## src/rtl/assert_macros.svh

```systemverilog
// assertion macros shared by the sweep sequencer rtl
// expects clk and rst_n in the scope of each use
`ifndef ASSERT_MACROS_SVH
`define ASSERT_MACROS_SVH

// property checked on every clock edge out of reset
`define LES_ASSERT(label, prop, msg) \
  label: assert property (@(posedge clk) disable iff (!rst_n) prop) else $error(msg);

// consequence checked in the cycle after the antecedent
`define LES_ASSERT_NEXT(label, ante, cons, msg) \
  label: assert property (@(posedge clk) disable iff (!rst_n) (ante) |=> (cons)) \
    else $error(msg);

`endif

```

## src/rtl/les_pkg.sv

```systemverilog
// types and constants of the line endpoint sweep sequencer
// no dependencies
package les_pkg;

  localparam int OUT_COORD_W = 12;
  localparam int COLOR_W     = 8;
  localparam int PAL_W       = 9;
  localparam int DIV_W       = 16;
  localparam int CFG_IDX_W   = 2;
  localparam int CFG_DATA_W  = 16;

  localparam logic [OUT_COORD_W-1:0] FRAME_WIDTH_RST  = 12'd640;
  localparam logic [OUT_COORD_W-1:0] FRAME_HEIGHT_RST = 12'd480;
  localparam logic [PAL_W-1:0]       PALETTE_SIZE_RST = 9'd256;
  localparam logic [DIV_W-1:0]       TICK_DIVIDER_RST = 16'd5000;

  typedef enum logic [CFG_IDX_W-1:0] {
    REG_FRAME_WIDTH  = 2'd0,
    REG_FRAME_HEIGHT = 2'd1,
    REG_PALETTE_SIZE = 2'd2,
    REG_TICK_DIVIDER = 2'd3
  } cfg_reg_t;

  typedef enum logic [1:0] {
    MODE_0 = 2'd0,
    MODE_1 = 2'd1,
    MODE_2 = 2'd2
  } sweep_mode_t;

  typedef enum logic [2:0] {
    PH_0 = 3'd0,
    PH_1 = 3'd1,
    PH_2 = 3'd2,
    PH_3 = 3'd3,
    PH_4 = 3'd4,
    PH_5 = 3'd5,
    PH_6 = 3'd6,
    PH_7 = 3'd7
  } phase_t;

  typedef struct packed {
    logic pause;
    logic redraw_request;
    logic mode_advance;
  } in_item_t;

  typedef struct packed {
    logic [OUT_COORD_W-1:0] line_start_x;
    logic [OUT_COORD_W-1:0] line_start_y;
    logic [OUT_COORD_W-1:0] line_end_x;
    logic [OUT_COORD_W-1:0] line_end_y;
    logic [COLOR_W-1:0]     color_index;
    logic                   clear_screen;
  } out_item_t;

  typedef struct packed {
    logic [OUT_COORD_W-1:0] frame_width;
    logic [OUT_COORD_W-1:0] frame_height;
    logic [PAL_W-1:0]       palette_size;
    logic [DIV_W-1:0]       tick_divider;
  } cfg_t;

  typedef struct packed {
    logic     fire;
    in_item_t item;
  } stage_ctrl_t;

  typedef struct packed {
    logic      step;
    out_item_t item;
  } res_t;

endpackage

```

## src/rtl/les_in_if.sv

```systemverilog
// tick input channel of the sweep sequencer
// depends on les_pkg
interface les_in_if;
  import les_pkg::*;
  logic     valid;
  logic     ready;
  in_item_t data;
  modport source (output valid, output data, input ready);
  modport sink (input valid, input data, output ready);
endinterface

```

## src/rtl/les_out_if.sv

```systemverilog
// line result channel of the sweep sequencer
// depends on les_pkg
interface les_out_if;
  import les_pkg::*;
  logic      valid;
  logic      ready;
  out_item_t data;
  modport source (output valid, output data, input ready);
  modport sink (input valid, input data, output ready);
endinterface

```

## src/rtl/les_cfg_if.sv

```systemverilog
// configuration write channel of the sweep sequencer
// depends on les_pkg
interface les_cfg_if;
  import les_pkg::*;
  logic                  valid;
  logic                  ready;
  logic [CFG_IDX_W-1:0]  index;
  logic [CFG_DATA_W-1:0] data;
  modport source (output valid, output index, output data, input ready);
  modport sink (input valid, input index, input data, output ready);
endinterface

```

## src/rtl/les_cfg_regs.sv

```systemverilog
// configuration registers of the sweep sequencer
// depends on les_pkg and les_cfg_if
module les_cfg_regs (
  input  logic          clk,
  input  logic          rst_n,
  les_cfg_if.sink       cfg_ch,
  output les_pkg::cfg_t cfg
);
  import les_pkg::*;

  cfg_t cfg_r;
  cfg_t cfg_nxt;

  assign cfg_ch.ready = 1'b1;
  assign cfg = cfg_r;

  always_comb begin
    cfg_nxt = cfg_r;
    if (cfg_ch.valid) begin
      case (cfg_reg_t'(cfg_ch.index))
        REG_FRAME_WIDTH:  cfg_nxt.frame_width  = cfg_ch.data[OUT_COORD_W-1:0];
        REG_FRAME_HEIGHT: cfg_nxt.frame_height = cfg_ch.data[OUT_COORD_W-1:0];
        REG_PALETTE_SIZE: cfg_nxt.palette_size = cfg_ch.data[PAL_W-1:0];
        REG_TICK_DIVIDER: cfg_nxt.tick_divider = cfg_ch.data[DIV_W-1:0];
        default:          cfg_nxt = cfg_r;
      endcase
    end
  end

  always_ff @(posedge clk) begin
    if (!rst_n) begin
      cfg_r.frame_width  <= FRAME_WIDTH_RST;
      cfg_r.frame_height <= FRAME_HEIGHT_RST;
      cfg_r.palette_size <= PALETTE_SIZE_RST;
      cfg_r.tick_divider <= TICK_DIVIDER_RST;
    end else begin
      cfg_r <= cfg_nxt;
    end
  end

endmodule

```

## src/rtl/les_in_stage.sv

```systemverilog
// input register of the sweep sequencer, holds one tick until it is processed
// depends on les_pkg, les_in_if and assert_macros.svh
`include "assert_macros.svh"

module les_in_stage (
  input  logic                 clk,
  input  logic                 rst_n,
  les_in_if.sink               in_ch,
  input  logic                 out_free,
  output les_pkg::stage_ctrl_t s1
);
  import les_pkg::*;

  logic     valid_r;
  logic     valid_nxt;
  in_item_t item_r;
  logic     fire;
  logic     take;

  assign fire        = valid_r && out_free;
  assign in_ch.ready = !valid_r || out_free;
  assign take        = in_ch.valid && in_ch.ready;
  assign s1.fire     = fire;
  assign s1.item     = item_r;

  always_comb begin
    valid_nxt = valid_r;
    if (take) begin
      valid_nxt = 1'b1;
    end else if (fire) begin
      valid_nxt = 1'b0;
    end
  end

  always_ff @(posedge clk) begin
    if (!rst_n) begin
      valid_r <= 1'b0;
    end else begin
      valid_r <= valid_nxt;
    end
  end

  always_ff @(posedge clk) begin
    if (take) begin
      item_r <= in_ch.data;
    end
  end

  // a held tick stays in place while the result side is blocked
  `LES_ASSERT_NEXT(a_hold_blocked, valid_r && !out_free, valid_r && $stable(item_r), "tick lost while blocked")

endmodule

```

## src/rtl/les_sweep_core.sv

```systemverilog
// sweep state and single-pass step logic: prescaler, requests, mode, phase,
// endpoints and palette cursor; depends on les_pkg and assert_macros.svh
`include "assert_macros.svh"

module les_sweep_core #(
  parameter int COORD_WIDTH = 12
) (
  input  logic                 clk,
  input  logic                 rst_n,
  input  les_pkg::cfg_t        cfg,
  input  les_pkg::stage_ctrl_t s1,
  output les_pkg::res_t        res
);
  import les_pkg::*;

  localparam int CMP_W = (COORD_WIDTH > OUT_COORD_W) ? COORD_WIDTH : OUT_COORD_W;

  logic [DIV_W-1:0]       prescale_r, prescale_nxt;
  logic                   redraw_pend_r, redraw_pend_nxt;
  logic                   adv_pend_r, adv_pend_nxt;
  sweep_mode_t            mode_r, mode_nxt;
  phase_t                 phase_r, phase_nxt;
  logic [COORD_WIDTH-1:0] ax_r, ay_r, bx_r, by_r;
  logic [COORD_WIDTH-1:0] ax_nxt, ay_nxt, bx_nxt, by_nxt;
  logic [COLOR_W-1:0]     cursor_r, cursor_nxt;

  logic                   live;
  logic [DIV_W:0]         cnt_inc;
  logic                   step;
  logic                   rp;
  logic                   ap;
  sweep_mode_t            mode_c;
  sweep_mode_t            mode_up;
  phase_t                 phase_c;
  logic [COORD_WIDTH-1:0] ax_c, ay_c, bx_c, by_c;
  logic [COORD_WIDTH-1:0] ax_i, ay_i, bx_i, by_i;
  logic [COORD_WIDTH-1:0] ax_d, ay_d, bx_d, by_d;
  logic                   ax_z, ay_z, bx_z, by_z;
  logic                   ax_hit, ay_hit, bx_hit, by_hit;
  logic [PAL_W-1:0]       cur_inc;

  // tick qualification and requests
  assign live    = s1.fire && !s1.item.pause;
  assign cnt_inc = (DIV_W + 1)'(prescale_r) + 1'b1;
  assign step    = live && (cnt_inc >= (DIV_W + 1)'(cfg.tick_divider));
  assign rp      = redraw_pend_r || s1.item.redraw_request;
  assign ap      = adv_pend_r || s1.item.mode_advance;

  always_comb begin
    case (mode_r)
      MODE_0:  mode_up = MODE_1;
      MODE_1:  mode_up = MODE_2;
      default: mode_up = MODE_0;
    endcase
  end

  assign mode_c  = ap ? mode_up : mode_r;
  assign phase_c = rp ? PH_0 : phase_r;
  assign ax_c    = rp ? '0 : ax_r;
  assign ay_c    = rp ? '0 : ay_r;
  assign bx_c    = rp ? COORD_WIDTH'(cfg.frame_width) : bx_r;
  assign by_c    = rp ? '0 : by_r;

  // one-pixel neighbors and edge tests of every coordinate
  assign ax_i   = ax_c + 1'b1;
  assign ay_i   = ay_c + 1'b1;
  assign bx_i   = bx_c + 1'b1;
  assign by_i   = by_c + 1'b1;
  assign ax_d   = ax_c - 1'b1;
  assign ay_d   = ay_c - 1'b1;
  assign bx_d   = bx_c - 1'b1;
  assign by_d   = by_c - 1'b1;
  assign ax_z   = (ax_c == '0);
  assign ay_z   = (ay_c == '0);
  assign bx_z   = (bx_c == '0);
  assign by_z   = (by_c == '0);
  assign ax_hit = CMP_W'(ax_i) >= CMP_W'(cfg.frame_width);
  assign ay_hit = CMP_W'(ay_i) >= CMP_W'(cfg.frame_height);
  assign bx_hit = CMP_W'(bx_i) >= CMP_W'(cfg.frame_width);
  assign by_hit = CMP_W'(by_i) >= CMP_W'(cfg.frame_height);

  assign cur_inc = PAL_W'(cursor_r) + 1'b1;

  // result of this tick, shown before the endpoints move
  assign res.step              = step;
  assign res.item.line_start_x = OUT_COORD_W'(ax_c);
  assign res.item.line_start_y = OUT_COORD_W'(ay_c);
  assign res.item.line_end_x   = OUT_COORD_W'(bx_c);
  assign res.item.line_end_y   = OUT_COORD_W'(by_c);
  assign res.item.color_index  = cursor_r;
  assign res.item.clear_screen = rp;

  always_comb begin
    prescale_nxt    = prescale_r;
    redraw_pend_nxt = redraw_pend_r;
    adv_pend_nxt    = adv_pend_r;
    mode_nxt        = mode_r;
    phase_nxt       = phase_r;
    ax_nxt          = ax_r;
    ay_nxt          = ay_r;
    bx_nxt          = bx_r;
    by_nxt          = by_r;
    cursor_nxt      = cursor_r;
    if (step) begin
      prescale_nxt    = '0;
      redraw_pend_nxt = 1'b0;
      adv_pend_nxt    = 1'b0;
      mode_nxt        = mode_c;
      phase_nxt       = phase_c;
      ax_nxt          = ax_c;
      ay_nxt          = ay_c;
      bx_nxt          = bx_c;
      by_nxt          = by_c;
      if ((cur_inc >= cfg.palette_size) || cur_inc[PAL_W-1]) begin
        cursor_nxt = '0;
      end else begin
        cursor_nxt = cur_inc[COLOR_W-1:0];
      end
      case (mode_c)
        MODE_0: begin
          case (phase_c)
            PH_0: begin
              by_nxt = by_i;
              if (by_hit) phase_nxt = PH_1;
            end
            PH_1: begin
              ax_nxt = ax_i;
              if (ax_hit) phase_nxt = PH_2;
            end
            PH_2: begin
              if (bx_z) phase_nxt = PH_3;
              else bx_nxt = bx_d;
            end
            PH_3: begin
              ay_nxt = ay_i;
              if (ay_hit) phase_nxt = PH_4;
            end
            PH_4: begin
              if (by_z) phase_nxt = PH_5;
              else by_nxt = by_d;
            end
            PH_5: begin
              if (ax_z) phase_nxt = PH_6;
              else ax_nxt = ax_d;
            end
            PH_6: begin
              bx_nxt = bx_i;
              if (bx_hit) phase_nxt = PH_7;
            end
            default: begin
              if (ay_z) phase_nxt = PH_0;
              else ay_nxt = ay_d;
            end
          endcase
        end
        MODE_1: begin
          case (phase_c)
            PH_0: begin
              by_nxt = by_i;
              if (by_hit) phase_nxt = PH_1;
            end
            PH_1: begin
              if (bx_z) phase_nxt = PH_2;
              else bx_nxt = bx_d;
            end
            PH_2: begin
              ax_nxt = ax_i;
              if (ax_hit) phase_nxt = PH_3;
            end
            PH_3: begin
              ay_nxt = ay_i;
              if (ay_hit) phase_nxt = PH_4;
            end
            PH_4: begin
              if (by_z) phase_nxt = PH_5;
              else by_nxt = by_d;
            end
            PH_5: begin
              bx_nxt = bx_i;
              if (bx_hit) phase_nxt = PH_6;
            end
            PH_6: begin
              if (ax_z) phase_nxt = PH_7;
              else ax_nxt = ax_d;
            end
            default: begin
              if (ay_z) phase_nxt = PH_0;
              else ay_nxt = ay_d;
            end
          endcase
        end
        default: begin
          case (phase_c)
            PH_0: begin
              by_nxt = by_i;
              if (by_hit) phase_nxt = PH_1;
            end
            PH_1: begin
              ax_nxt = ax_i;
              if (ax_hit) begin
                phase_nxt = PH_2;
                bx_nxt    = '0;
              end else begin
                bx_nxt = bx_d;
              end
            end
            PH_2: begin
              ay_nxt = ay_i;
              if (ay_hit) begin
                phase_nxt = PH_3;
                by_nxt    = '0;
              end else begin
                by_nxt = by_d;
              end
            end
            PH_3: begin
              if (ax_z) begin
                phase_nxt = PH_4;
              end else begin
                ax_nxt = ax_d;
                bx_nxt = bx_i;
              end
            end
            PH_4: begin
              if (ay_z) begin
                phase_nxt = PH_1;
              end else begin
                ay_nxt = ay_d;
                by_nxt = by_i;
              end
            end
            // phases without meaning here hold still until a redraw or a mode advance
            default: phase_nxt = phase_c;
          endcase
        end
      endcase
    end else if (live) begin
      prescale_nxt    = cnt_inc[DIV_W-1:0];
      redraw_pend_nxt = rp;
      adv_pend_nxt    = ap;
    end
  end

  always_ff @(posedge clk) begin
    if (!rst_n) begin
      prescale_r    <= '0;
      redraw_pend_r <= 1'b0;
      adv_pend_r    <= 1'b0;
      mode_r        <= MODE_0;
      phase_r       <= PH_0;
      ax_r          <= '0;
      ay_r          <= '0;
      bx_r          <= '0;
      by_r          <= '0;
      cursor_r      <= '0;
    end else begin
      prescale_r    <= prescale_nxt;
      redraw_pend_r <= redraw_pend_nxt;
      adv_pend_r    <= adv_pend_nxt;
      mode_r        <= mode_nxt;
      phase_r       <= phase_nxt;
      ax_r          <= ax_nxt;
      ay_r          <= ay_nxt;
      bx_r          <= bx_nxt;
      by_r          <= by_nxt;
      cursor_r      <= cursor_nxt;
    end
  end

  // an animation step consumes both requests and restarts the prescaler
  `LES_ASSERT_NEXT(a_step_clears, step, (prescale_r == '0) && !redraw_pend_r && !adv_pend_r, "step left requests or count behind")
  // nothing moves without a processed tick
  `LES_ASSERT_NEXT(a_idle_holds, !s1.fire, $stable(prescale_r) && $stable(mode_r) && $stable(phase_r) && $stable(cursor_r), "state changed without a tick")

endmodule

```

## src/rtl/les_out_stage.sv

```systemverilog
// result register of the sweep sequencer
// depends on les_pkg and les_out_if
module les_out_stage (
  input  logic          clk,
  input  logic          rst_n,
  input  les_pkg::res_t res,
  input  logic          fire,
  les_out_if.source     out_ch,
  output logic          out_free
);
  import les_pkg::*;

  logic      valid_r;
  logic      valid_nxt;
  out_item_t item_r;
  logic      load;

  assign out_free     = !valid_r || out_ch.ready;
  assign load         = fire && res.step;
  assign out_ch.valid = valid_r;
  assign out_ch.data  = item_r;

  always_comb begin
    valid_nxt = valid_r;
    if (load) begin
      valid_nxt = 1'b1;
    end else if (out_ch.ready) begin
      valid_nxt = 1'b0;
    end
  end

  always_ff @(posedge clk) begin
    if (!rst_n) begin
      valid_r <= 1'b0;
    end else begin
      valid_r <= valid_nxt;
    end
  end

  always_ff @(posedge clk) begin
    if (load) begin
      item_r <= res.item;
    end
  end

endmodule

```

## src/rtl/line_endpoint_sweep_sequencer.sv

```systemverilog
// Line endpoint sweep sequencer. Each tick transfer on in_ch is taken into an
// input register and processed by the sweep core: paused ticks are dropped, others
// latch redraw and mode-advance requests and count the prescaler; every
// tick_divider-th unpaused tick produces one line transfer on out_ch with both
// endpoints, the palette index and the clear flag, then steps the endpoints
// one pixel along the frame edges. One tick is accepted per clock while the
// result register can take a line; each line is computed from the tick in the
// input register and loaded into the result register, and both registers keep
// flowing while out_ch stalls until the result register is full. Configuration
// writes on cfg_ch are registered and always ready. No clearing pass after reset.
// depends on les_pkg, the channel interfaces and all les_ modules
module line_endpoint_sweep_sequencer #(
  parameter int COORD_WIDTH = 12
) (
  input  logic      clk,
  input  logic      rst_n,
  les_in_if.sink    in_ch,
  les_out_if.source out_ch,
  les_cfg_if.sink   cfg_ch
);
  import les_pkg::*;

  cfg_t        cfg;
  stage_ctrl_t s1;
  res_t        res;
  logic        out_free;

  les_cfg_regs u_cfg_regs (
    .clk    (clk),
    .rst_n  (rst_n),
    .cfg_ch (cfg_ch),
    .cfg    (cfg)
  );

  les_in_stage u_in_stage (
    .clk      (clk),
    .rst_n    (rst_n),
    .in_ch    (in_ch),
    .out_free (out_free),
    .s1       (s1)
  );

  les_sweep_core #(
    .COORD_WIDTH (COORD_WIDTH)
  ) u_sweep_core (
    .clk   (clk),
    .rst_n (rst_n),
    .cfg   (cfg),
    .s1    (s1),
    .res   (res)
  );

  les_out_stage u_out_stage (
    .clk      (clk),
    .rst_n    (rst_n),
    .res      (res),
    .fire     (s1.fire),
    .out_ch   (out_ch),
    .out_free (out_free)
  );

endmodule
```

## src/flat_wrapper.sv

```systemverilog
// flat-port wrapper written by rule: the top's interface ports become plain ports
module line_endpoint_sweep_sequencer_flat import les_pkg::*;
#(
  parameter int COORD_WIDTH = 12
)
  (clk, rst_n, in_ch_valid, in_ch_data, in_ch_ready, out_ch_valid, out_ch_data, out_ch_ready, cfg_ch_valid, cfg_ch_index, cfg_ch_data, cfg_ch_ready);
  les_in_if in_ch_i ();
  les_out_if out_ch_i ();
  les_cfg_if cfg_ch_i ();
  input  logic clk;
  input  logic rst_n;
  input wire logic [$bits(in_ch_i.valid)-1:0] in_ch_valid;
  input wire logic [$bits(in_ch_i.data)-1:0] in_ch_data;
  output wire logic [$bits(in_ch_i.ready)-1:0] in_ch_ready;
  output wire logic [$bits(out_ch_i.valid)-1:0] out_ch_valid;
  output wire logic [$bits(out_ch_i.data)-1:0] out_ch_data;
  input wire logic [$bits(out_ch_i.ready)-1:0] out_ch_ready;
  input wire logic [$bits(cfg_ch_i.valid)-1:0] cfg_ch_valid;
  input wire logic [$bits(cfg_ch_i.index)-1:0] cfg_ch_index;
  input wire logic [$bits(cfg_ch_i.data)-1:0] cfg_ch_data;
  output wire logic [$bits(cfg_ch_i.ready)-1:0] cfg_ch_ready;
  assign in_ch_i.valid = in_ch_valid;
  assign in_ch_i.data = in_ch_data;
  assign in_ch_ready = in_ch_i.ready;
  assign out_ch_valid = out_ch_i.valid;
  assign out_ch_data = out_ch_i.data;
  assign out_ch_i.ready = out_ch_ready;
  assign cfg_ch_i.valid = cfg_ch_valid;
  assign cfg_ch_i.index = cfg_ch_index;
  assign cfg_ch_i.data = cfg_ch_data;
  assign cfg_ch_ready = cfg_ch_i.ready;
  line_endpoint_sweep_sequencer #(.COORD_WIDTH(COORD_WIDTH)) u_core (.clk(clk), .rst_n(rst_n), .in_ch(in_ch_i), .out_ch(out_ch_i), .cfg_ch(cfg_ch_i));
endmodule
```

## config.mk

```make
export PLATFORM = sky130hd
export DESIGN_NAME = line_endpoint_sweep_sequencer_flat
export DESIGN_NICKNAME = d
export VERILOG_FILES = /design/src/rtl/les_pkg.sv /design/src/rtl/les_in_if.sv /design/src/rtl/les_out_if.sv /design/src/rtl/les_cfg_if.sv /design/src/rtl/les_cfg_regs.sv /design/src/rtl/les_in_stage.sv /design/src/rtl/les_sweep_core.sv /design/src/rtl/les_out_stage.sv /design/src/rtl/line_endpoint_sweep_sequencer.sv /design/src/flat_wrapper.sv
export VERILOG_INCLUDE_DIRS = /design/src /design/src/rtl
export SDC_FILE = /design/constraint.sdc
export NUM_CORES = 1
export LEC_CHECK = 0
export ABC_AREA = 1
export BUFFER_PORTS_ARGS = -buffer_cell sky130_fd_sc_hd__buf_2
export CELL_PAD_IN_SITES_DETAIL_PLACEMENT = 1
export CELL_PAD_IN_SITES_GLOBAL_PLACEMENT = 2
export CORE_UTILIZATION = 37
export CTS_CLUSTER_DIAMETER = 60
export CTS_CLUSTER_SIZE = 12
export DETAILED_ROUTE_END_ITERATION = 8
export PLACE_DENSITY_LB_ADDON = 0.08
export SKIP_CTS_REPAIR_TIMING = 1
export SKIP_LAST_GASP = 1
export SLEW_MARGIN = 20
export SYNTH_ARGS = -nofsm -noshare
export SYNTH_HDL_FRONTEND = slang
export SYNTH_HIERARCHICAL = 1
export SYNTH_SLANG_ARGS = --single-unit
```

## constraint.sdc

```tcl
create_clock -name clk -period 9.4 [get_ports clk]
set_input_delay 0.94 -clock clk [delete_from_list [all_inputs] [get_ports clk]]
set_output_delay 0.94 -clock clk [all_outputs]
set_load 0.05 [all_outputs]
```

==> results.py <==
metrics = {
    "run_status": {
        "run_status": "finished clean",
    },
    "worst_setup_path": {
        "worst_ep_required_time_ns": 9.82,
        "timing.critical_path.from_type": "flip-flop",
        "critical-path-slowest-cell": "nor2_1",
        "cell_breakdown_of_the_critical_path": "nor2_8 -> buf_4 -> nand2_1 -> nor4_1 -> nand3_1 -> nand2_1 -> nand2_1 -> inv_2 -> ha_1 -> a21o_1 -> nor2_1 -> and2_0 -> nand3_1 -> nor2_1 -> nand2_1 -> o211ai_1 -> nand2_1 -> nand2_1 -> nand2_1 -> a21oi_1",
        "reg2reg_to": "u_core/u_sweep_core/by_r[6]",
        "critical_path_peak_fanout": 51,
        "timing.critical_path.max_delay_family": "simple AND/OR/NAND/NOR gates",
        "cp.arrival_ns": 5.40,
        "ff2ff_setup_slack_ns": 4.43,
        "cp_slowest_stage_delay_ns": 0.80,
        "timing_worst_setup_path_type": "flip-flop to flip-flop",
        "critical_path.endpoint_type": "flip-flop",
        "timing.rr.start": "u_core/u_in_stage/s1[1]",
        "crit_buf_inv": 2,
        "worst_r2r_path_depth": 20,
        "critPathMostFrequentCell": "nand2_1",
    },
    "job": {
        "cap_viol_max_count": 0,
    },
    "floorplanning": {
        "top_level_ports": 86,
        "coreArea_sq_um": 40000,
        "die_width_um": 204,
        "chipHeight_um": 204,
        "floorplan.die_area_sq_um": 41600,
        "starting_density_of_the_core_pct": 37.7,
        "rows": 73,
    },
    "finish": {
        "post_layout_nonfiller_instances": 2902,
        "layout-drive-gt1-share_pct": 10.6,
        "final_cell_mix": "nand2_1, inv_1, nor2_1, nand3_1, dfxtp_1",
        "area_growth_syn_to_layout_pct": 9.01,
        "postLayoutCellArea_sq_um": 16500,
        "layout_commonest_cell": "nand2_1",
        "design.final.nets": 2473,
        "antenna_cells_inserted": 0,
    },
    "synthesis": {
        "mappedNetlistNets": 2434,
        "synth_top_area_share_pct": 17.2,
        "synth_area_leader_cell": "dfxtp_1",
        "mappedNetlistArea_sq_um": 15100,
        "yosys_register_bits": 190,
        "share_of_synthesized_cell_area_in_full_adder_half_adder_and_majority_cells_pct": 6.88,
        "multiplexer_fraction_of_the_synthesized_cell_area_pct": 0,
        "synth_area_leaders": "dfxtp_1, nand2_1, edfxtp_1, inv_1, ha_1",
        "asyncSetResetFlopFracSynth_pct": 0,
        "combinational_family_with_the_most_area_after_synthesis": "simple AND/OR/NAND/NOR gates",
        "synth_simple_gate_area_share_pct": 35.4,
        "synth_edf_count": 60,
        "synth_cell_type_count": 55,
        "synthesis.yosys.warnings": 6,
        "ys_seq_area_share_pct": 29.2,
        "post_synth_xor_area_fraction_pct": 3.02,
        "post_synth.cell_area_avg_sq_um": 6.49,
        "synthFlopType": "dfxtp_1",
        "synth-compound-area-share_pct": 14.4,
        "syn_inst": 2325,
    },
    "place": {
        "postPlaceCellArea_sq_um": 15800,
        "dpl.cell_count": 2870,
        "gp_routability_congestion": 0.892,
        "detailedPlacementHpwl_um": 41800,
        "placement.io_buffers": 84,
    },
    "drt": {
        "wirelength_um": 58700,
        "drt_iter0_drc": 862,
        "route.detailed.drc": 0,
        "dr_total_vias": 15659,
        "ant_nets": 0,
        "drt-wirelength-per-cell_um": 20.2,
        "drtPass1Iterations": 5,
        "routed_via_density": 5.40,
    },
    "clock_network": {
        "root_buffer": "clkbuf_16",
        "cts-buffers-inserted": 17,
        "clock_tree.buffer_depth": 2,
        "clk_latency_ns": 0.51,
        "cts.htree.levels": 4,
        "cts_clock_pin_slew_for_the_worst_setup_and_hold_paths_ns": 0.08,
        "cts_tree": "built",
        "clock-sinks": 190,
    },
    "power_and_ir_drop": {
        "vdd.ir_drop.worst_mv": 0.161,
        "power.leakage_uw": 0.00749,
        "cellPowerDensity_nw_per_um2": 122,
        "power.total_uw": 2010,
    },
    "worst_hold_path": {
        "whs_endpoint": "u_core/u_sweep_core/adv_pend_r",
        "holdPathStages": 2,
        "worst_hold_path_type": "flip-flop to flip-flop",
        "worst_hold_startpoint": "u_core/u_sweep_core/adv_pend_r",
    },
    "global_route": {
        "groute.usage.overall_pct": 28.8,
        "grt_pass1_wl_um": 91200,
        "number_of_global_route_vias_before_repair": 15724,
        "number_of_antenna_violations_at_the_first_check_in_global_routing": 0,
        "sum_of_overflow_across_all_layers_after_global_routing": 0,
        "grt_max_degree": 52,
    },
    "timing": {
        "slew-limit-headroom_pct": 25.4,
        "timing_max_transition_violations_final": 0,
        "layout_min_cycle_time_ns": 4.97,
        "min_period_over_period_pct": 52.9,
        "fmaxAchievable_ghz": 0.201,
        "unrepaired_setup_endpoints_after_global_routing": "false",
        "fin_tns_setup_ns": 0,
        "finalHoldViolCount": 0,
        "skew_ns": 0.0153,
        "timing.final.setup_violations": 0,
        "transition_time_of_the_tightest_slew_check_pin_ns": 1.12,
    },
}
synth_stat cells, types with 5 or more instances:
| library cell | number |
|---|---|
| o21ai_1 | 29 |
| inv_1 | 298 |
| nor2_1 | 241 |
| clkbuf_1 | 32 |
| xnor2_1 | 5 |
| buf_4 | 10 |
| a22oi_1 | 8 |
| inv_2 | 23 |
| ha_1 | 83 |
| buf_6 | 9 |
| o21ai_0 | 121 |
| nand3_1 | 176 |
| buf_2 | 22 |
| nor2_4 | 10 |
| xor2_1 | 47 |
| a21oi_1 | 112 |
| nor2_2 | 22 |
| nor3_1 | 16 |
| edfxtp_1 | 60 |
| dfxtp_1 | 130 |
| o22ai_1 | 8 |
| nand2_1 | 654 |
| o211ai_1 | 40 |
| a211oi_1 | 9 |
| o21ai_4 | 5 |
| o21ai_2 | 15 |
| nand2_2 | 22 |
| nand4_1 | 57 |
area by class of cell:
| class | instances | area, sq um |
|---|---|---|
| Clock inverter | 15 | 184 |
| Sequential cell | 190 | 4400 |
| Clock buffer | 17 | 425 |
| Tap cell | 525 | 657 |
| Timing Repair Buffer | 99 | 533 |
| Multi-Input combinational cell | 1730 | 9030 |
| Inverter | 326 | 1230 |
| Fill cell | 5287 | 23500 |
worst max path at each step:
stage | start | endpoint | slack, ns | cells after the start
finish | u_core/u_in_stage/s1[1] | u_core/u_sweep_core/by_r[6] | 4.43 | 20
global route | u_core/u_in_stage/s1[1] | u_core/u_sweep_core/by_r[6] | 3.96 | 19
CTS | u_core/u_sweep_core/prescale_r[0] | u_core/u_out_stage/out_ch.data[41] | 4.42 | 20
detailed placement | u_core/u_sweep_core/prescale_r[0] | u_core/u_out_stage/out_ch.data[56] | 4.45 | 20
global placement | u_core/u_sweep_core/prescale_r[0] | u_core/u_out_stage/out_ch.data[55] | 4.53 | 20
floorplan | u_core/u_sweep_core/prescale_r[0] | u_core/u_out_stage/out_ch.data[0] | 4.97 | 20
state kept, by name, summed over array words and instances (netlist names):
signal                             flops
u_core/u_sweep_core/redraw_pend_r      1
u_core/u_in_stage/s1                   3
u_core/u_sweep_core/by_r              12
u_core/u_sweep_core/adv_pend_r         1
u_core/u_sweep_core/phase_r            3
u_core/u_sweep_core/prescale_r        16
u_core/u_out_stage/out_ch.valid        1
u_core/u_in_stage/valid_r              1
u_core/u_sweep_core/cursor_r           8
u_core/u_sweep_core/mode_r             2
u_core/u_sweep_core/ax_r              12
u_core/u_sweep_core/ay_r              12
u_core/u_cfg_regs/cfg                 49
u_core/u_sweep_core/bx_r              12
u_core/u_out_stage/out_ch.data        57
routing by layer:
metal / vias to the layer above / track usage (%) / routed length, um
li1: 7659 / - / -
met4: 0 / 9.57 / 1340
met3: 84 / 3.57 / 2480
met2: 343 / 47.7 / 27200
met1: 7573 / 38.5 / 27700
met5: - / 0 / 0
worst register-to-register path: stages (launching register included):
cell	delay, ns
edfxtp_1	0.48
nor2_8	0.34
buf_4	0.71
nand2_1	0.36
nor4_1	0.39
nand3_1	0.14
nand2_1	0.09
nand2_1	0.09
inv_2	0.08
ha_1	0.24
a21o_1	0.19
nor2_1	0.10
and2_0	0.16
nand3_1	0.17
nor2_1	0.80
nand2_1	0.11
o211ai_1	0.12
nand2_1	0.07
nand2_1	0.09
nand2_1	0.05
a21oi_1	0.13
cell families (layout without fill, tap and decap cells):
kind of cell,after synthesis,after routing
XOR/XNOR,52,52
AO/OA/AOI/OAI,367,367
other,1,1
buffers and inverters,405,457
adder cells (fa/ha/maj),83,83
AND/OR/NAND/NOR,1227,1227
flip-flops,190,190
per-stage QoR:
stage | worst slack [ns] | hold slack (ns) | utilization (%)
floorplan | 4.97 | 0.421 | -
global placement | 4.53 | 0.429 | 39.6
detailed placement | 4.45 | 0.450 | 39.6
CTS | 4.42 | 0.462 | 41.1
global route | 3.96 | 0.489 | 41.1
finish | 4.43 | 0.456 | 41.1
power by group:
part           total (uW)  switching, uW  leakage, uW  internal [uW]
clock                 788            423     0.000298            364
combinational         347            252      0.00563           94.9
sequential            875           14.4      0.00155            861
total                2010            690      0.00749           1320
Power figures use the tool's default switching activity.
